$ cat config.mk
export PLATFORM = sky130hd
export DESIGN_NAME = adaptive_threshold_step_counter
export DESIGN_NICKNAME = d
export VERILOG_FILES = /design/src/ats_pkg.sv /design/src/ats_front.sv /design/src/ats_queue.sv /design/src/ats_sqrt.sv /design/src/ats_back.sv /design/src/adaptive_threshold_step_counter.sv
export SDC_FILE = /design/constraint.sdc
export NUM_CORES = 2
export LEC_CHECK = 0
export BUFFER_PORTS_ARGS = -buffer_cell sky130_fd_sc_hd__buf_2
export CORE_MARGIN = 4
export CORE_UTILIZATION = 55
export DETAILED_ROUTE_END_ITERATION = 16
export GPL_ROUTABILITY_DRIVEN = 1
export GPL_TIMING_DRIVEN = 0
export PLACE_DENSITY_LB_ADDON = 0.05
export SLEW_MARGIN = 20
export SYNTH_ARGS = -nofsm -noshare
export SYNTH_HDL_FRONTEND = slang
export SYNTH_SLANG_ARGS = --single-unit
$ cat constraint.sdc
create_clock -name i_clk -period 10.2 [get_ports i_clk]
set_input_delay 2.04 -clock i_clk [delete_from_list [all_inputs] [get_ports i_clk]]
set_output_delay 2.04 -clock i_clk [all_outputs]
set_load 0.005 [all_outputs]
$ cat src/ats_pkg.sv
// Shared types and constants for the adaptive threshold step counter.
// Item, result, job and register-file structs, register indexes and reset values.
// No dependencies; every other file of the block imports this package.
package ats_pkg;

    localparam int ACCEL_W    = 16;
    localparam int ELAPSED_W  = 16;
    localparam int SUMSQ_W    = 32;
    localparam int MAG_W      = 16;
    localparam int ENV_W      = 17;
    localparam int WIN_W      = 8;
    localparam int TOTAL_W    = 24;
    localparam int CFG_IDX_W  = 3;
    localparam int CFG_DATA_W = 24;
    localparam int SQRT_STEPS = SUMSQ_W / 2;
    localparam int JOB_QUEUE_DEPTH = 2;

    // Operation codes of an input item.
    localparam logic OP_SAMPLE = 1'b0;
    localparam logic OP_CLEAR  = 1'b1;

    // Register indexes on the configuration port.
    localparam logic [CFG_IDX_W-1:0] CFG_INITIAL_THRESHOLD = 3'd0;
    localparam logic [CFG_IDX_W-1:0] CFG_WINDOW_LENGTH     = 3'd1;
    localparam logic [CFG_IDX_W-1:0] CFG_MIN_AMPLITUDE     = 3'd2;
    localparam logic [CFG_IDX_W-1:0] CFG_MIN_INTERVAL_MS   = 3'd3;
    localparam logic [CFG_IDX_W-1:0] CFG_MAX_STEP_COUNT    = 3'd4;

    // Register reset values.
    localparam logic [ENV_W-1:0]     RST_INITIAL_THRESHOLD = 17'd18000;
    localparam logic [WIN_W-1:0]     RST_WINDOW_LENGTH     = 8'd50;
    localparam logic [15:0]          RST_MIN_AMPLITUDE     = 16'd2000;
    localparam logic [15:0]          RST_MIN_INTERVAL_MS   = 16'd250;
    localparam logic [TOTAL_W-1:0]   RST_MAX_STEP_COUNT    = 24'hFF_FFFF;

    // An empty envelope minimum, and a threshold that no magnitude reaches.
    localparam logic [ENV_W-1:0] ENV_EMPTY = 17'h1_FFFF;
    localparam logic [ENV_W-1:0] THR_OFF   = 17'h1_FFFF;

    // Largest floor square root of three squared 16-bit samples.
    localparam logic [MAG_W-1:0] MAG_MAX = 16'd56755;

    typedef struct packed {
        logic                        operation;
        logic signed [ACCEL_W-1:0]   accel_x;
        logic signed [ACCEL_W-1:0]   accel_y;
        logic signed [ACCEL_W-1:0]   accel_z;
        logic [ELAPSED_W-1:0]        delta_ms;
    } t_in_item;

    typedef struct packed {
        logic [TOTAL_W-1:0] step_total;
        logic               step_counted;
        logic [MAG_W-1:0]   magnitude;
        logic               window_closed;
    } t_out_item;

    // What the front end hands to the back end for one item.
    typedef struct packed {
        logic                 operation;
        logic [SUMSQ_W-1:0]   sum_sq;
        logic [ELAPSED_W-1:0] delta_ms;
    } t_job;

    typedef struct packed {
        logic [ENV_W-1:0]   initial_threshold;
        logic [WIN_W-1:0]   window_length;
        logic [15:0]        min_amplitude;
        logic [15:0]        min_interval_ms;
        logic [TOTAL_W-1:0] max_step_count;
    } t_cfg;

endpackage

$ cat src/ats_front.sv
// Front end: accepts input items and forms the sum of squares of the three axes.
// One shared 16x16 multiplier squares one axis per cycle. Depends on ats_pkg.
module ats_front (
    input  logic            i_clk,
    input  logic            i_rst_n,
    input  logic            i_push,
    output logic            o_full,
    input  ats_pkg::t_in_item i_item,
    output logic            o_job_valid,
    input  logic            i_job_full,
    output ats_pkg::t_job   o_job
);
    import ats_pkg::*;

    typedef enum logic [2:0] {
        F_IDLE   = 3'b001,
        F_SQUARE = 3'b010,
        F_PUSH   = 3'b100
    } t_front_state;

    t_front_state r_state, n_state;
    logic [1:0]   r_idx, n_idx;
    logic [SUMSQ_W-1:0] r_prod, n_prod;
    logic [SUMSQ_W-1:0] r_acc, n_acc;
    logic               r_op;
    logic [ELAPSED_W-1:0] r_elapsed;
    logic signed [ACCEL_W-1:0] r_x, r_y, r_z;

    logic signed [ACCEL_W-1:0]   w_opnd;
    logic signed [SUMSQ_W-1:0]   w_sq;
    logic                        w_accept;

    assign o_full   = (r_state != F_IDLE);
    assign w_accept = i_push && !o_full;

    always_comb begin
        unique case (r_idx)
            2'd0:    w_opnd = r_x;
            2'd1:    w_opnd = r_y;
            2'd2:    w_opnd = r_z;
            default: w_opnd = '0;
        endcase
    end

    assign w_sq = w_opnd * w_opnd;

    // The accumulator adds the registered product of the previous pass, so the fourth
    // pass only adds the last square.
    always_comb begin
        n_state = r_state;
        n_idx   = r_idx;
        n_prod  = r_prod;
        n_acc   = r_acc;
        unique case (r_state)
            F_IDLE: begin
                if (w_accept) begin
                    n_idx   = '0;
                    n_prod  = '0;
                    n_acc   = '0;
                    n_state = (i_item.operation == OP_CLEAR) ? F_PUSH : F_SQUARE;
                end
            end
            F_SQUARE: begin
                n_acc  = r_acc + r_prod;
                n_prod = SUMSQ_W'(unsigned'(w_sq));
                n_idx  = r_idx + 2'd1;
                if (r_idx == 2'd3) begin
                    n_state = F_PUSH;
                end
            end
            F_PUSH: begin
                if (!i_job_full) begin
                    n_state = F_IDLE;
                end
            end
            default: n_state = F_IDLE;
        endcase
    end

    always_ff @(posedge i_clk) begin
        if (!i_rst_n) begin
            r_state <= F_IDLE;
        end else begin
            r_state <= n_state;
        end
    end

    always_ff @(posedge i_clk) begin
        r_idx  <= n_idx;
        r_prod <= n_prod;
        r_acc  <= n_acc;
        if (w_accept) begin
            r_op      <= i_item.operation;
            r_elapsed <= i_item.delta_ms;
            r_x       <= i_item.accel_x;
            r_y       <= i_item.accel_y;
            r_z       <= i_item.accel_z;
        end
    end

    assign o_job_valid    = (r_state == F_PUSH);
    assign o_job.operation = r_op;
    assign o_job.sum_sq   = r_acc;
    assign o_job.delta_ms = r_elapsed;

endmodule

$ cat src/ats_queue.sv
// Short job queue between the front end and the back end.
// Register-based ring of t_job entries with a fill count. Depends on ats_pkg.
module ats_queue #(
    parameter int DEPTH = 2
) (
    input  logic          i_clk,
    input  logic          i_rst_n,
    input  logic          i_push,
    input  ats_pkg::t_job i_item,
    output logic          o_full,
    input  logic          i_pop,
    output logic          o_empty,
    output ats_pkg::t_job o_item
);
    import ats_pkg::*;

    localparam int PTR_W = (DEPTH > 1) ? $clog2(DEPTH) : 1;
    localparam int CNT_W = $clog2(DEPTH + 1);

    t_job             r_mem [DEPTH];
    logic [PTR_W-1:0] r_wptr, n_wptr;
    logic [PTR_W-1:0] r_rptr, n_rptr;
    logic [CNT_W-1:0] r_count, n_count;
    logic             w_do_push, w_do_pop;

    assign o_full    = (r_count == CNT_W'(DEPTH));
    assign o_empty   = (r_count == '0);
    assign w_do_push = i_push && !o_full;
    assign w_do_pop  = i_pop && !o_empty;
    assign o_item    = r_mem[r_rptr];

    always_comb begin
        n_wptr  = r_wptr;
        n_rptr  = r_rptr;
        n_count = r_count;
        if (w_do_push) begin
            n_wptr = (r_wptr == PTR_W'(DEPTH - 1)) ? '0 : r_wptr + 1'b1;
        end
        if (w_do_pop) begin
            n_rptr = (r_rptr == PTR_W'(DEPTH - 1)) ? '0 : r_rptr + 1'b1;
        end
        unique case ({w_do_push, w_do_pop})
            2'b10:   n_count = r_count + 1'b1;
            2'b01:   n_count = r_count - 1'b1;
            default: n_count = r_count;
        endcase
    end

    always_ff @(posedge i_clk) begin
        if (!i_rst_n) begin
            r_wptr  <= '0;
            r_rptr  <= '0;
            r_count <= '0;
        end else begin
            r_wptr  <= n_wptr;
            r_rptr  <= n_rptr;
            r_count <= n_count;
        end
    end

    always_ff @(posedge i_clk) begin
        if (w_do_push) begin
            r_mem[r_wptr] <= i_item;
        end
    end

endmodule

$ cat src/ats_sqrt.sv
// Iterative floor square root of a 32-bit value, two radicand bits per cycle.
// Restoring digit-by-digit method; result after sixteen steps. Depends on ats_pkg.
module ats_sqrt (
    input  logic                        i_clk,
    input  logic                        i_rst_n,
    input  logic                        i_start,
    input  logic [ats_pkg::SUMSQ_W-1:0] i_value,
    output logic                        o_done,
    output logic [ats_pkg::MAG_W-1:0]   o_root
);
    import ats_pkg::*;

    localparam int STEP_W = $clog2(SQRT_STEPS);
    localparam int REM_W  = MAG_W + 1;

    logic                r_busy, n_busy;
    logic                r_done, n_done;
    logic [STEP_W-1:0]   r_step, n_step;
    logic [SUMSQ_W-1:0]  r_val, n_val;
    logic [REM_W-1:0]    r_rem, n_rem;
    logic [MAG_W-1:0]    r_root, n_root;

    logic [REM_W+1:0]    w_rem_t;
    logic [REM_W+1:0]    w_trial;
    logic                w_ge;

    // Bring down the next two radicand bits and try the next root bit.
    assign w_rem_t = {r_rem, r_val[SUMSQ_W-1 -: 2]};
    assign w_trial = {1'b0, r_root, 2'b01};
    assign w_ge    = (w_rem_t >= w_trial);

    always_comb begin
        n_busy = r_busy;
        n_done = 1'b0;
        n_step = r_step;
        n_val  = r_val;
        n_rem  = r_rem;
        n_root = r_root;
        if (i_start) begin
            n_busy = 1'b1;
            n_step = '0;
            n_val  = i_value;
            n_rem  = '0;
            n_root = '0;
        end else if (r_busy) begin
            n_val  = r_val << 2;
            n_rem  = w_ge ? REM_W'(w_rem_t - w_trial) : w_rem_t[REM_W-1:0];
            n_root = {r_root[MAG_W-2:0], w_ge};
            n_step = r_step + 1'b1;
            if (r_step == STEP_W'(SQRT_STEPS - 1)) begin
                n_busy = 1'b0;
                n_done = 1'b1;
            end
        end
    end

    always_ff @(posedge i_clk) begin
        if (!i_rst_n) begin
            r_busy <= 1'b0;
            r_done <= 1'b0;
        end else begin
            r_busy <= n_busy;
            r_done <= n_done;
        end
    end

    always_ff @(posedge i_clk) begin
        r_step <= n_step;
        r_val  <= n_val;
        r_rem  <= n_rem;
        r_root <= n_root;
    end

    assign o_done = r_done;
    assign o_root = r_root;

endmodule

$ cat src/ats_back.sv
// Back end: square root, envelope and threshold tracking, step decision, result register.
// Takes jobs from the queue one at a time. Depends on ats_pkg and ats_sqrt.
module ats_back #(
    parameter int COUNT_WIDTH = 24,
    parameter int TIME_WIDTH  = 32
) (
    input  logic               i_clk,
    input  logic               i_rst_n,
    input  ats_pkg::t_cfg      i_cfg,
    input  logic               i_job_empty,
    input  ats_pkg::t_job      i_job,
    output logic               o_job_pop,
    output logic               o_res_valid,
    input  logic               i_res_pop,
    output ats_pkg::t_out_item o_result
);
    import ats_pkg::*;

    localparam int LIM_W = (COUNT_WIDTH > TOTAL_W) ? COUNT_WIDTH : TOTAL_W;

    typedef enum logic [3:0] {
        B_IDLE = 4'b0001,
        B_ROOT = 4'b0010,
        B_ENV  = 4'b0100,
        B_STEP = 4'b1000
    } t_back_state;

    t_back_state          r_state, n_state;
    logic [TIME_WIDTH-1:0] r_run, n_run;
    logic [TIME_WIDTH-1:0] r_last, n_last;
    logic                  r_above, n_above;
    logic [ENV_W-1:0]      r_env_min, n_env_min;
    logic [MAG_W-1:0]      r_env_max, n_env_max;
    logic [ENV_W-1:0]      r_thr, n_thr;
    logic [WIN_W-1:0]      r_wc, n_wc;
    logic [COUNT_WIDTH-1:0] r_cnt, n_cnt;
    logic                  r_res_valid, n_res_valid;

    logic                  r_op;
    logic [ELAPSED_W-1:0]  r_elapsed;
    logic [MAG_W-1:0]      r_mag, n_mag;
    logic                  r_closed, n_closed;
    t_out_item             r_result, n_result;

    logic                  w_sqrt_start;
    logic                  w_sqrt_done;
    logic [MAG_W-1:0]      w_root;

    logic [MAG_W-1:0]      w_max_upd;
    logic [ENV_W-1:0]      w_min_upd;
    logic [WIN_W-1:0]      w_wc_inc;
    logic                  w_close;
    logic [ENV_W-1:0]      w_amp;
    logic [ENV_W-1:0]      w_mid;

    logic                  w_cross;
    logic [TIME_WIDTH-1:0] w_dt;
    logic                  w_dt_ok;
    logic [LIM_W-1:0]      w_limit;
    logic [LIM_W-1:0]      w_max_ext;
    logic [LIM_W-1:0]      w_mask_ext;
    logic                  w_can_inc;
    logic                  w_slot_free;
    logic [LIM_W-1:0]      w_total_ext;
    logic                  w_counted;

    assign o_job_pop    = (r_state == B_IDLE) && !i_job_empty;
    assign w_sqrt_start = o_job_pop && (i_job.operation == OP_SAMPLE);
    assign w_slot_free  = !r_res_valid || i_res_pop;

    ats_sqrt u_sqrt (
        .i_clk   (i_clk),
        .i_rst_n (i_rst_n),
        .i_start (w_sqrt_start),
        .i_value (i_job.sum_sq),
        .o_done  (w_sqrt_done),
        .o_root  (w_root)
    );

    // Envelope fold and window close.
    assign w_max_upd = (r_mag > r_env_max) ? r_mag : r_env_max;
    assign w_min_upd = ({1'b0, r_mag} < r_env_min) ? {1'b0, r_mag} : r_env_min;
    assign w_wc_inc  = r_wc + 1'b1;
    assign w_close   = (w_wc_inc >= i_cfg.window_length);
    assign w_amp     = ({1'b0, w_max_upd} > w_min_upd)
                     ? ENV_W'({1'b0, w_max_upd} - w_min_upd) : '0;
    assign w_mid     = ENV_W'(((ENV_W + 1)'(w_min_upd) + (ENV_W + 1)'(w_max_upd)) >> 1);

    // Step decision against the threshold left by the envelope pass.
    assign w_cross    = ({1'b0, r_mag} >= r_thr);
    assign w_dt       = r_run - r_last;
    assign w_dt_ok    = (w_dt >= TIME_WIDTH'(i_cfg.min_interval_ms));
    assign w_max_ext  = LIM_W'(i_cfg.max_step_count);
    assign w_mask_ext = LIM_W'({COUNT_WIDTH{1'b1}});
    assign w_limit    = (w_max_ext > w_mask_ext) ? w_mask_ext : w_max_ext;
    assign w_can_inc  = (LIM_W'(r_cnt) < w_limit);

    always_comb begin
        n_state     = r_state;
        n_run       = r_run;
        n_last      = r_last;
        n_above     = r_above;
        n_env_min   = r_env_min;
        n_env_max   = r_env_max;
        n_thr       = r_thr;
        n_wc        = r_wc;
        n_cnt       = r_cnt;
        n_res_valid = r_res_valid;
        n_mag       = r_mag;
        n_closed    = r_closed;
        n_result    = r_result;
        w_counted   = 1'b0;
        w_total_ext = '0;

        if (i_res_pop) begin
            n_res_valid = 1'b0;
        end

        unique case (r_state)
            B_IDLE: begin
                if (o_job_pop) begin
                    n_mag   = '0;
                    n_state = (i_job.operation == OP_CLEAR) ? B_ENV : B_ROOT;
                end
            end
            B_ROOT: begin
                if (w_sqrt_done) begin
                    n_mag   = w_root;
                    n_state = B_ENV;
                end
            end
            B_ENV: begin
                n_state = B_STEP;
                if (r_op == OP_CLEAR) begin
                    n_cnt     = '0;
                    n_last    = r_run;
                    n_above   = 1'b0;
                    n_env_min = ENV_EMPTY;
                    n_env_max = '0;
                    n_wc      = '0;
                    n_thr     = i_cfg.initial_threshold;
                    n_closed  = 1'b0;
                end else begin
                    n_run = r_run + TIME_WIDTH'(r_elapsed);
                    if (w_close) begin
                        n_thr     = (w_amp >= ENV_W'(i_cfg.min_amplitude)) ? w_mid : THR_OFF;
                        n_env_min = ENV_EMPTY;
                        n_env_max = '0;
                        n_wc      = '0;
                        n_closed  = 1'b1;
                    end else begin
                        n_env_min = w_min_upd;
                        n_env_max = w_max_upd;
                        n_wc      = w_wc_inc;
                        n_closed  = 1'b0;
                    end
                end
            end
            B_STEP: begin
                if (w_slot_free) begin
                    if (r_op == OP_SAMPLE) begin
                        if (w_cross) begin
                            if (!r_above) begin
                                if (w_dt_ok) begin
                                    if (w_can_inc) begin
                                        n_cnt     = r_cnt + 1'b1;
                                        w_counted = 1'b1;
                                    end
                                    n_last = r_run;
                                end
                                n_above = 1'b1;
                            end
                        end else begin
                            n_above = 1'b0;
                        end
                    end
                    w_total_ext            = LIM_W'(n_cnt);
                    n_result.step_total    = w_total_ext[TOTAL_W-1:0];
                    n_result.step_counted  = w_counted;
                    n_result.magnitude     = r_mag;
                    n_result.window_closed = r_closed;
                    n_res_valid            = 1'b1;
                    n_state                = B_IDLE;
                end
            end
            default: n_state = B_IDLE;
        endcase
    end

    always_ff @(posedge i_clk) begin
        if (!i_rst_n) begin
            r_state     <= B_IDLE;
            r_run       <= '0;
            r_last      <= '0;
            r_above     <= 1'b0;
            r_env_min   <= ENV_EMPTY;
            r_env_max   <= '0;
            r_thr       <= RST_INITIAL_THRESHOLD;
            r_wc        <= '0;
            r_cnt       <= '0;
            r_res_valid <= 1'b0;
        end else begin
            r_state     <= n_state;
            r_run       <= n_run;
            r_last      <= n_last;
            r_above     <= n_above;
            r_env_min   <= n_env_min;
            r_env_max   <= n_env_max;
            r_thr       <= n_thr;
            r_wc        <= n_wc;
            r_cnt       <= n_cnt;
            r_res_valid <= n_res_valid;
        end
    end

    always_ff @(posedge i_clk) begin
        if (o_job_pop) begin
            r_op      <= i_job.operation;
            r_elapsed <= i_job.delta_ms;
        end
        r_mag    <= n_mag;
        r_closed <= n_closed;
        r_result <= n_result;
    end

    assign o_res_valid = r_res_valid;
    assign o_result    = r_result;

endmodule

$ cat src/adaptive_threshold_step_counter.sv
// Top level of the adaptive threshold step counter: register file, front end,
// job queue and back end. Depends on ats_pkg, ats_front, ats_queue and ats_back.
//
//   Channel   Direction  Handshake                 Payload
//   input     in         push / full               i_item   (t_in_item)
//   result    out        empty / pop               o_result (t_out_item)
//   config    in         i_cfg_valid / o_cfg_ready i_cfg_index, i_cfg_data
//
// A sample holds the back end while it takes the job, runs the square root (sixteen
// two-bit steps and its done flag), then passes the envelope and step decision states;
// this loop sets the rate while the front end squares ahead.
// A clear skips the squaring and the square root.
// Synchronous reset clears control and configuration state; the block is ready the cycle after.
// A result that is not popped stalls the back end, then the queue, then full.
module adaptive_threshold_step_counter #(
    parameter int COUNT_WIDTH = 24,
    parameter int TIME_WIDTH  = 32
) (
    input  logic                           i_clk,
    input  logic                           i_rst_n,
    input  logic                           push,
    output logic                           full,
    input  ats_pkg::t_in_item              i_item,
    output logic                           empty,
    input  logic                           pop,
    output ats_pkg::t_out_item             o_result,
    input  logic                           i_cfg_valid,
    output logic                           o_cfg_ready,
    input  logic [ats_pkg::CFG_IDX_W-1:0]  i_cfg_index,
    input  logic [ats_pkg::CFG_DATA_W-1:0] i_cfg_data
);
    import ats_pkg::*;

    t_cfg  r_cfg, n_cfg;
    t_job  w_front_job, w_queue_job;
    logic  w_front_valid;
    logic  w_queue_full, w_queue_empty;
    logic  w_job_pop;
    logic  w_res_valid;
    logic  w_res_pop;

    assign o_cfg_ready = 1'b1;

    always_comb begin
        n_cfg = r_cfg;
        if (i_cfg_valid) begin
            unique case (i_cfg_index)
                CFG_INITIAL_THRESHOLD: n_cfg.initial_threshold = i_cfg_data[ENV_W-1:0];
                CFG_WINDOW_LENGTH:     n_cfg.window_length     = i_cfg_data[WIN_W-1:0];
                CFG_MIN_AMPLITUDE:     n_cfg.min_amplitude     = i_cfg_data[15:0];
                CFG_MIN_INTERVAL_MS:   n_cfg.min_interval_ms   = i_cfg_data[15:0];
                CFG_MAX_STEP_COUNT:    n_cfg.max_step_count    = i_cfg_data[TOTAL_W-1:0];
                default:               n_cfg = r_cfg;
            endcase
        end
    end

    always_ff @(posedge i_clk) begin
        if (!i_rst_n) begin
            r_cfg.initial_threshold <= RST_INITIAL_THRESHOLD;
            r_cfg.window_length     <= RST_WINDOW_LENGTH;
            r_cfg.min_amplitude     <= RST_MIN_AMPLITUDE;
            r_cfg.min_interval_ms   <= RST_MIN_INTERVAL_MS;
            r_cfg.max_step_count    <= RST_MAX_STEP_COUNT;
        end else begin
            r_cfg <= n_cfg;
        end
    end

    ats_front u_front (
        .i_clk       (i_clk),
        .i_rst_n     (i_rst_n),
        .i_push      (push),
        .o_full      (full),
        .i_item      (i_item),
        .o_job_valid (w_front_valid),
        .i_job_full  (w_queue_full),
        .o_job       (w_front_job)
    );

    ats_queue #(
        .DEPTH (JOB_QUEUE_DEPTH)
    ) u_queue (
        .i_clk   (i_clk),
        .i_rst_n (i_rst_n),
        .i_push  (w_front_valid),
        .i_item  (w_front_job),
        .o_full  (w_queue_full),
        .i_pop   (w_job_pop),
        .o_empty (w_queue_empty),
        .o_item  (w_queue_job)
    );

    ats_back #(
        .COUNT_WIDTH (COUNT_WIDTH),
        .TIME_WIDTH  (TIME_WIDTH)
    ) u_back (
        .i_clk       (i_clk),
        .i_rst_n     (i_rst_n),
        .i_cfg       (r_cfg),
        .i_job_empty (w_queue_empty),
        .i_job       (w_queue_job),
        .o_job_pop   (w_job_pop),
        .o_res_valid (w_res_valid),
        .i_res_pop   (w_res_pop),
        .o_result    (o_result)
    );

    assign empty     = !w_res_valid;
    assign w_res_pop = pop && w_res_valid;

endmodule

* Yosys cells after proc, flatten, opt, wreduce, memory -nomap -nowiden
Memories as Yosys holds them, arrays and structs flattened. A register that Yosys moved wholly into a read port is not among the register bits.
Cells that the tools add are included.
** Word-level totals
- Flip-flop bits (word level) :: 518
- Word-level logic and storage cells :: 211
- Input port bits :: 97
- Memories :: 1
- Output and inout port bits :: 45
- Bits in writable memories :: 98
** Memories
- u_queue.r_mem :: depth 2, bits a word 49, read ports 1, clocked after Yosys merged registers in 1, write ports 1, line ats_queue.sv:20 : t_job r_mem [DEPTH];
** Cells by class
- Bitwise gates (word level) :: 6
- Multipliers :: 1
- Mux-type cells :: 71
- Equality and inequality tests :: 30
- Reduce and logical (&&, ||, !) cells :: 37
- $add $sub $neg :: 14
- $lt $le $gt $ge :: 10
** Operator list (number)
- 32-bit 2-to-1 mux :: 9
- 24-bit 2-to-1 mux :: 8
- 32-bit one-hot mux with 2 select lines :: 3
- 17-bit 2-to-1 mux :: 8
- 16-bit 2-to-1 mux :: 5
- 16-bit one-hot mux with 3 select lines :: 1
- 24-bit one-hot mux with 2 select lines :: 1
- 32-bit by 16-bit adder with 32-bit output :: 1
- 32-bit adder :: 1
- 32-bit by 16-bit >= comparator with 1-bit output :: 1
- 16-bit by 16-bit multiplier with 32-bit output :: 1
- 16-bit one-hot mux with 2 select lines :: 1
- 32-bit subtractor :: 1
- 24-bit by 1-bit adder with 24-bit output, second input constant :: 1
- 24-bit > comparator, second input constant :: 1
- 24-bit less-than comparator :: 1
- 19-bit by 18-bit >= comparator with 1-bit output :: 1
- 1-bit 2-to-1 mux :: 19
- 17-bit by 16-bit adder with 18-bit output :: 1
- 2-bit AND reduction :: 9
- 16-bit by 17-bit >= comparator with 1-bit output :: 1
- 17-bit by 16-bit >= comparator with 1-bit output :: 1
- 16-bit by 17-bit > comparator with 1-bit output :: 1
- 16-bit by 17-bit less-than comparator with 1-bit output :: 1
- 41 further kinds :: 91

* Longest topological paths before layout
- Depth in word-level cells :: 10
- Depth in mapped cells :: 36
- Depth with buffers taken out :: 32

* Modules after synthesis
From an unflattened synthesis, not the netlist that was laid out.
** Unflattened totals
- Cells, all modules :: 4264
- Area, all modules :: 42430.7 sq um
** By module, submodules not included
- ats_back :: area an instance 16047.9 sq um, cells each 1858, seq. area each 5325.1 sq um, times used 1
- ats_front :: area an instance 15229.6 sq um, cells each 1507, seq. area each 3963.8 sq um, times used 1
- ats_sqrt :: area an instance 4102.7 sq um, cells each 404, seq. area each 1741.7 sq um, times used 1
- ats_queue :: area an instance 3758.6 sq um, cells each 178, seq. area each 3042.9 sq um, times used 1
- adaptive_threshold_step_counter :: area an instance 3291.9 sq um, cells each 317, seq. area each 1621.6 sq um, times used 1

* Worst setup path after synthesis
No wires, ideal clock.
- Path kind :: register to register
- Start :: register u_front.r_idx[0]
- End :: register u_front.r_prod[29] (data pin)
- Library setup time :: 0.266 ns
- Arrival :: 7.635 ns
- Cell stages (with the launch flop) :: 30
- Buffers on the path :: 2
- Required time :: 9.934 ns
- Path slack :: 2.300 ns
- Period minus slack after synthesis :: 7.900 ns
- Cell sequence :: edfxtp_1 > inv_1 > ha_1 > clkbuf_1 > a22oi_1 > and2_1 > clkbuf_1 > nor2_1 > clkinv_1 > nor2_1 > fa_1 > fa_1 > inv_1 > fa_1 > fa_1 > inv_1 > fa_1 > inv_1 > fa_1 > inv_1 > ha_1 > a21o_1 > a21o_1 > a211oi_1 > o31ai_1 > or2_2 > a21oi_1 > o21ai_0 > xnor2_1 > nor2_1
** Between the ends
- Cells in the longest elaborated chain, start to end :: 4
- Elaborated cells on any way between the ends :: 6
- Classes of those cells :: mul (1); eq/ne (2); mux (2); reduce/logical (1)
** Ends and longest elaborated chain
- start, declared :: line ats_front.sv:22 : logic [1:0] r_idx, n_idx;
- start signal, assigned :: line ats_front.sv:89 : r_idx <= n_idx;
- 2-bit equality test (tied with other cells) :: line ats_front.sv:37 : unique case (r_idx)
- 16-bit one-hot mux with 3 select lines * :: line ats_front.sv:37
- 16-bit by 16-bit multiplier with 32-bit output * :: line ats_front.sv:45 : assign w_sq = w_opnd * w_opnd;
- 32-bit one-hot mux with 2 select lines * :: line ats_front.sv:54 : unique case (r_state)
- end signal, assigned :: line ats_front.sv:90 : r_prod <= n_prod;
- end, declared :: line ats_front.sv:23 : logic [SUMSQ_W-1:0] r_prod, n_prod;
Mark *: on every way between the ends. The rest lies on a longest branch, timed or not.
A chain may end at the register's enable or synchronous reset.

* Worst setup path after layout
- Start :: register u_front.r_idx[0]
- End :: register u_front.r_prod[30] (data pin)
Same word-level chain as after synthesis.

==> results.tsv <==
stage	metric	value	unit
outcome	outcome	completed	
placement	GPL Wtd Cong	0.909	
timing	Worst slew margin	33.0	%
synthesis	post-synthesis cell area	0.0412	mm^2
setup_path	CP arrival	9880	ps
clocking	CTS Hold Bufs	0	
clocking	clk sinks	616	
synthesis	syn nets	4934	
placement	pre-CTS setup slack	357	ps
floorplan	Core Area	0.0743	mm^2
setup_path	Worst Setup Path Type	flip-flop to flip-flop	
setup_path	CP peak stage delay	600	ps
timing	period utilization	93.3	%
clocking	CTS Buffer Depth	3	
routing	DRC Markers	0	
final_layout	leading cell types in the layout, fill and taps excluded	inv_1, nand2_1, nor2_1	
final_layout	most common cell after layout, fill and taps aside	inv_1	
timing	setup slack after layout	679	ps
setup_path	WP depth	30	
grt	vias in the first global route	30900	
floorplan	Die Height	282	um
setup_path	crit path launch type	flip-flop	
timing	max-slew violations	0	
grt	antenna violations before repair	2	
clocking	Clock Latency Late Sink	610	ps
job	MaxCap Viol Count	0	
floorplan	die width	282	um
timing	Worst Skew	20.9	ps
setup_path	endpoint class of the critical path	flip-flop	
floorplan	Ports	142	
synthesis	Seq/Total Area, Yosys	38.1	%
synthesis	synth unique cells	101	
final_layout	Final Net Count	5154	
clocking	CTS tree	done	
timing	fmax	105	MHz
routing	WL final	104000	um
timing	final hold vios	0	
setup_path	worst reg2reg path depth	30	
synthesis	Mean Syn Cell Area	9.67	um^2
setup_path	Slowest cell on crit path	clkbuf_1	
timing	Worst-Margin Slew	1010	ps
grt	first-pass GRT wire length	167000	um
routing	DR WL/cell	18.8	um
synthesis	Ys Warns	0	
synthesis	post-synthesis cell count	4265	
grt	total gr overflow	0	
hold_path	cell depth of the worst hold path	2	
placement	# port buffers	138	
synthesis	synthesized flop and latch total	616	
floorplan	die area	0.0794	mm^2
synthesis	Top FF cell, synth	edfxtp_1	
timing	fin crit period	9520	ps
power	worst vdd ir	1.21	mV
setup_path	Largest delay share family, worst path	adder cells	
routing	ANT nets after route	0	
placement	DP HPWL	80300	um
final_layout	area delta synth->final	11.0	%
timing	setup tns final	0	ps
floorplan	Rows	100	
setup_path	Data required, critical path	10550	ps
grt	Total GRT Usage	26.5	%
setup_path	Buf/Inv on CP	9	
clocking	CTS Root Cell	clkbuf_16	
routing	DR iter-0 viols	2030	
power	PwrDens	342	mW/mm^2
synthesis	Synth async-reset ratio	0	%
synthesis	Post-synth EDFFs	336	
clocking	clk slew on worst S/H paths	70	ps
routing	drt pass-1 iters	5	
final_layout	layout cells sized above 1	8.13	%
clocking	Inserted Clock Buffers	68	
power	Leak	20.1	nW
timing	RSZ-0062 raised after global routing	false	
floorplan	Initial Utilization	55.5	%
setup_path	critical path peak fanout	10	
clocking	H-tree Lvls	3	
final_layout	antenna cells	0	
routing	DR vias	30900	
routing	via/cell ratio	5.61	
hold_path	hold crit path type	flip-flop to flip-flop	
timing	Final setup viols	0	
grt	largest net degree at the start of global routing	49	
[through the flow]
step / utilization (%) / instances / hold WS, ps / instance area [um^2] / power, mW
6_report: 61.6 / 5509 / 434 / 45800 / 15.6
5_1_grt: 61.6 / 5509 / 454 / 45800 / 17.2
4_1_cts: 61.5 / 5507 / 437 / 45700 / 15.9
3_5_place_dp: 58.4 / 5382 / 429 / 43400 / 13.2
3_3_place_gp: 58.0 / 5372 / 424 / 43100 / 13.1
2_1_floorplan: - / 4265 / 400 / 41200 / 10.4
[cell type report]
| class | count | area [um^2] |
|---|---|---|
| multi-input combinational | 2940 | 22900 |
| sequential | 616 | 15700 |
| buffer | 161 | 647 |
| timing repair buffer | 150 | 901 |
| tap | 969 | 1210 |
| fill | 6440 | 28600 |
| clock inverter | 37 | 483 |
| clock buffer | 88 | 1880 |
| inverter | 548 | 2060 |
[state kept, by name, summed over array words and instances, names as in the netlist, 24 cells and up, named ones only]
register             flops
u_queue.r_mem           98
r_cfg                   81
u_back.o_result         42
u_back.r_last           32
u_back.r_run            32
u_back.u_sqrt.r_val     32
u_front.r_acc           32
u_front.r_prod          31
u_back.r_cnt            24
[final timing paths]
path	start	end	slack, ps
worst min register to register	u_back.r_thr[11]	u_back.r_thr[11]	430
worst min-delay path	u_back.r_thr[11]	u_back.r_thr[11]	430
worst max-delay path	u_front.r_idx[0]	u_front.r_prod[30]	680
worst max register to register	u_front.r_idx[0]	u_front.r_prod[30]	680
[cells in the mapped netlist, drive strengths merged (36+ instances only)]
master,n,area share [%]
a21o,71,1.3
a21oi,255,3.1
edfxtp,336,24
xnor2,99,2.1
nor3,69,0.85
ha,329,10
clkbuf,137,1.3
o21ai,129,1.6
and2,51,0.78
and3,39,0.60
mux2i,69,1.7
or3,36,0.55
nand2,430,3.9
a22oi,37,0.69
inv,544,5.0
o211ai,75,1.4
xor2,80,1.7
a211oi,45,0.83
nand3,109,1.3
fa,243,12
dfxtp,280,14
nor2,392,3.6
[cells by family (layout without fill, tap and decap cells)]
logic type	count (synthesis)	in the layout	share of synthesized area [%]
compound gates	812	812	13.0
mux	101	101	2.55
flops	616	616	38.1
xor+xnor	179	179	3.80
other cells	1	1	0.00909
fa+ha+maj	572	572	21.8
simple gates	1275	1275	14.2
buf+inv	709	984	6.55
[power breakdown]
part           switching [mW]  internal [mW]
sequential              0.152           2.91
combinational            5.99           3.96
clock                    1.05           1.57
total                    7.20           8.44
[layer usage]
layer	track usage [%]	routed length [um]	up-vias
met3	3.09	4780	202
li1	-	-	15100
met5	0	13	-
met1	34.8	44600	14900
met4	8.08	3280	2
met2	46.2	50900	745
[tightest hold or removal path, cell delays in order, from the launching register on]
cell and delay (ps):
dfxtp_1 300, nand2_1 50, nand2_1 40
[timing repair]
| action | in CTS | in global routing |
|---|---|---|
| resized for setup | 0 | 6 |
| setup endpoints to repair | 0 | 5 |
| buffers inserted | 0 | 2 |
Note: power is estimated with default switching activity, not from simulation.
